`src/hdl/rpc_pkg.sv`:
```
// ----------------------------------------------------------------------------
// rpc_pkg
// Shared widths and the table entry type of the relation property checker.
// ----------------------------------------------------------------------------
`default_nettype none

package rpc_pkg;

  localparam int ELEM_W  = 9;   // element and domain size width
  localparam int EPOCH_W = 8;   // relation tag kept with every table entry

  localparam logic [ELEM_W-1:0]  DOMAIN_RESET = 9'd256;
  localparam logic [EPOCH_W-1:0] EPOCH_FIRST  = 8'd1;
  localparam logic [EPOCH_W-1:0] EPOCH_LAST   = 8'hFF;
  localparam logic [EPOCH_W-1:0] EPOCH_STALE  = 8'd0;  // never a live tag

  // One table entry: valid only when tag matches the current relation.
  typedef struct packed {
    logic [EPOCH_W-1:0] tag;
    logic [ELEM_W-1:0]  val;
  } rpc_entry_t;

endpackage

`default_nettype wire

```
`src/hdl/rpc_seen_table.sv`:
```
// ----------------------------------------------------------------------------
// rpc_seen_table
// Tagged lookup table: one registered read and one write per cycle, with the
// write of the previous cycle forwarded onto the read that saw stale data.
// ----------------------------------------------------------------------------
`default_nettype none

module rpc_seen_table import rpc_pkg::*; #(
  parameter  int DEPTH = 256,
  localparam int IDX_W = (DEPTH > 1) ? $clog2(DEPTH) : 1
) (
  input  wire logic             clk,
  input  wire logic             rst,
  input  wire logic [IDX_W-1:0] rd_addr,
  output rpc_entry_t            rd_entry,
  input  wire logic             wr_en,
  input  wire logic [IDX_W-1:0] wr_addr,
  input  wire rpc_entry_t       wr_entry
);

  rpc_entry_t       mem [DEPTH];
  rpc_entry_t       mem_q;
  logic [IDX_W-1:0] rd_addr_q;
  logic             fwd_en;
  logic [IDX_W-1:0] fwd_addr;
  rpc_entry_t       fwd_entry;

  always_ff @(posedge clk) begin
    if (wr_en) begin
      mem[wr_addr] <= wr_entry;
    end
    mem_q     <= mem[rd_addr];
    rd_addr_q <= rd_addr;
    fwd_addr  <= wr_addr;
    fwd_entry <= wr_entry;
  end

  always_ff @(posedge clk) begin
    if (rst) begin
      fwd_en <= 1'b0;
    end else begin
      fwd_en <= wr_en;
    end
  end

  // read and write at the same edge: memory returned the old word
  assign rd_entry = (fwd_en && (fwd_addr == rd_addr_q)) ? fwd_entry : mem_q;

endmodule

`default_nettype wire

```
`config.mk`:
```
export PLATFORM = sky130hd
export DESIGN_NAME = rpc_seen_table
export DESIGN_NICKNAME = d
export VERILOG_FILES = /design/src/hdl/rpc_pkg.sv /design/src/hdl/rpc_seen_table.sv
export SDC_FILE = /design/constraint.sdc
export NUM_CORES = 2
export LEC_CHECK = 0
export ABC_AREA = 0
export BUFFER_PORTS_ARGS = -buffer_cell sky130_fd_sc_hd__buf_4
export CORE_ASPECT_RATIO = 0.7
export CORE_MARGIN = 5
export CORE_UTILIZATION = 50
export CTS_CLUSTER_SIZE = 8
export DETAILED_ROUTE_END_ITERATION = 8
export PLACE_DENSITY = 0.65
export SLEW_MARGIN = 5
export SYNTH_ARGS = -nofsm -noshare
export SYNTH_HDL_FRONTEND = slang
export SYNTH_MEMORY_MAX_BITS = 65536
export SYNTH_SLANG_ARGS = --single-unit
```
`constraint.sdc`:
```
create_clock -name clk -period 7.5 [get_ports clk]
set_clock_uncertainty 0.2 [all_clocks]
set_input_delay 1.125 -clock clk [delete_from_list [all_inputs] [get_ports clk]]
set_output_delay 1.125 -clock clk [all_outputs]
set_load 0.01 [all_outputs]
```
# [Word-level counts from Yosys, hierarchy flattened]
# Memories as Yosys holds them, arrays and structs flattened. A register that Yosys moved wholly into a read port is not among the register bits.
# Cells that the tools add are included.
[op_classes] n_reduce_logical=1 eq_ne=1 n_mux=3
[op_table] op="17-bit 2-to-1 mux" count=1
[op_table] op="8-bit == test" count=1
[op_table] op="1-bit 2-to-1 mux" count=2
[op_table] op="1-bit logical AND" count=1
[word_totals] mem_bits_rw=4352 memories=1 regBits=34
[mem_list] name="mem" depth=256 width=17 read_ports=1 rd_clocked_by_memory_dff=1 write_ports=1 line_no="rpc_seen_table.sv:21" source="rpc_entry_t mem [DEPTH];"

# [Depth between registers and ports, before layout]
[depth] depth_word=3 depth_mapped=12 ltp_nobuf=6

# [Worst setup path after synthesis]
# No wires, ideal clock.
[synth_path] path_kind="input -> register" start="in wr_addr[3]" end="mem mem[235][0] (netlist name), enable pin" arrival_time_ns=2.943 slack_ns=3.967 required_time_ns=6.909 stages=6 path_buffers=3 cell_sequence="clkbuf_1 > nor2b_1 > clkbuf_1 > nand4_1 > clkbuf_1 > nor2_1"
[synth_rtl] item="from (decl)" line_no="rpc_seen_table.sv:17" source="input wire logic [IDX_W-1:0] wr_addr,"
[synth_rtl] item="to (decl)" line_no="rpc_seen_table.sv:21"
# No word-level cell before the write port.

==> out/metrics.yaml <==
run_status:
  status: "complete, no violations"
synth:
  synth_edf_count: 4352
  ys_seq_area_share_pct: 77.7
  synth_top_cell_area_share_pct: 77.1
  postSynthCellCount: 7877
  synth_fp_nets: 7913
  yosysWarnings: 0
  synthSimpleGateAreaFrac_pct: 1.52
  syn_area_per_cell_um2: 21.5
  synth_xor_area_share_pct: 0.0413
  ys_top_cells_by_area: "edfxtp_1 77%, mux4_2 11%, mux2i_1 3.9%"
  synth_mux_area_share_pct: 15.5
  syn_area_mm2: 0.170
  synth_top_family_by_area: "multiplexers"
  synth-adder-area-share_pct: 0
  postSynth.topFlopCell: "edfxtp_1"
  synthArstFlopShare_pct: 0
  synth_compound_area_share_pct: 3.57
  yosysUniqueCellTypes: 50
  ys_seq_elements: 4403
  yosysTopAreaCell: "edfxtp_1"
worst_setup_path:
  r2r_slack_ps: 3620
  cp.required_ps: 8110
  path_class: "in -> reg"
  startpoint_type: "input pin"
  arrival_ps: 6380
  end_kind: "register"
  crit_fanout: 92
route:
  wl_per_cell_um: 35.9
  drt_iter0_markers: 13168
  routed_wl_mm: 471
  first_pass_iters: 6
  vias: 87090
  ant_nets: 0
  viasPerCell: 6.64
  drc: 0
clocking:
  cts.repair.resized: 0
  ctsHoldBuffers: 0
  clock_latency_ps: 950
  clock_tree.buffer_depth: 4
  cts.sinks: 4403
  htree_levels: 6
  numCtsBuffers: 624
  tritoncts: "built"
  cts-root-buf: "clkbuf_16"
  postCtsSetupBuffers: 0
  clk_pin_slew_ps: 50
layout:
  seqCellArea_mm2: 0.132
  fillers: 23995
  multiInputGateArea_mm2: 0.0356
  area_delta_synth_final_pct: 14.3
  final_nets: 8495
  fin_cells: 13120
  drive_above_1_share_pct: 25.9
  fin_area_mm2: 0.194
  fin_util_pct: 57.5
timing:
  post-route-min-period_ps: 5770
  finalMaxSlewViolations: 0
  worst_hold_slack_ps: 178
  setup_slack_ps: 1730
  timing.final.crit_share_pct: 76.9
  hold_viol: 0
  setup_viol: 0
  rsz0062_at_grt: "no"
  setup_tns_ps: 0
  max_slew.worst_pin.slew_ps: 1420
  max_freq_ghz: 0.173
  timing.slew.headroom_pct: 4.38
pwr:
  leakagePower_nw: 61.7
  ir_worst_vdd_uv: 222
  p_total_mw: 54.8
  power_density_mw_per_mm2: 283
placed_design:
  dp.cells: 12332
  dpl.hpwl_mm: 273
  dp_slack_ps: 1290
  io_buffers: 52
  gp_congestion: 0.899
  place_area_mm2: 0.177
die:
  die_w_um: 706
  core_mm2: 0.337
  start_util_pct: 50.3
  die_h_um: 497
  dieArea_mm2: 0.351
  io_pins: 53
  rows: 178
job:
  cap_violations: 0
global_route:
  grt_pass1_wl_mm: 659
  grt_max_degree: 182
  grt_overflow: 0
  grt_pass1_vias: 84986
  antenna_found_initial: 32
  track_usage_pct: 26.5
min_path:
  hold_path.class: "in -> reg"
==> layout by cell type (no fill, tap or decap), types with 15 or more instances in the layout <==
cell type / count
nor2_2: 164
a21oi_1: 156
nor4_1: 15
nor3_1: 73
nand4_1: 22
a221oi_1: 44
nand2_1: 61
buf_4: 367
o221ai_1: 293
clkbuf_1: 97
mux4_2: 824
a22oi_1: 23
o31ai_1: 19
mux2_2: 99
nor2_1: 149
o21ai_0: 22
buf_8: 18
buf_12: 42
inv_6: 19
a22o_1: 34
o22ai_1: 176
o32ai_1: 17
diode_2: 19
nand3_1: 25
mux2i_1: 659
clkbuf_16: 643
dfxtp_1: 51
edfxtp_1: 4352
==> cells in the mapped netlist, types with 15 or more instances <==
| cell | instances |
|---|---|
| buf_2 | 75 |
| nand2_1 | 62 |
| nor3_1 | 79 |
| a221oi_1 | 44 |
| nand3_1 | 34 |
| buf_1 | 31 |
| a21oi_1 | 156 |
| dfxtp_1 | 51 |
| o221ai_1 | 293 |
| a22o_1 | 34 |
| o22ai_1 | 176 |
| buf_4 | 46 |
| nor4_1 | 15 |
| mux2i_1 | 659 |
| clkbuf_1 | 230 |
| nand4_1 | 22 |
| nor2_1 | 321 |
| a22oi_1 | 23 |
| o21ai_0 | 22 |
| mux4_2 | 824 |
| o32ai_1 | 17 |
| buf_6 | 75 |
| edfxtp_1 | 4352 |
| mux2_2 | 99 |
| o31ai_1 | 25 |
==> critical path: stages <==
cell and delay (ps):
buf_16 470, buf_12 350, buf_12 310, buf_12 390
mux2i_1 140, o22ai_1 250, o31ai_1 120, a22oi_1 1090
nand4_1 1180, nor4_1 450
==> state kept, by name (all words and copies together), names as in the netlist <==
name / flops
fwd_addr: 8
mem: 4352
fwd_en: 1
fwd_entry: 17
mem_q: 17
rd_addr_q: 8
==> metal layers <==
metal,vias to the layer above,global-route usage (%),wire [µm]
met5,-,0.0407,311
met4,10,8.43,15300
met3,796,9.07,64400
met2,5713,36.4,201000
met1,46087,39.9,190000
li1,34484,-,-
==> kinds of logic after synthesis <==
logic type | after synthesis
compound gates | 827
flops | 4403
mux | 1582
simple gates | 577
xor+xnor | 8
buf+inv | 480
==> final timing paths <==
kind	endpoint	from	cells past startpoint
worst max-delay path	mem_q[7]	rd_addr[0]	10
worst min register to register	mem_q[0]	mem[246][0]	5
worst min-delay path	fwd_en	rst	2
worst max register to register	mem_q[7]	mem[246][7]	6
==> final cells by class <==
cell class | count | area share, %
Inverter | 5 | 0.0161
Timing Repair Buffer | 431 | 2.03
Tap cell | 4500 | 2.91
Clock inverter | 28 | 0.189
Clock buffer | 740 | 8.49
Multi-Input combinational cell | 2994 | 18.4
Sequential cell | 4403 | 68.0
Antenna cell | 19 | 0.0245
==> power by group <==
group	internal [mW]	switching, mW
registers	27.2	0.0599
logic	0.850	1.76
clock network	15.2	9.72
Power figures use the tool's default switching activity.
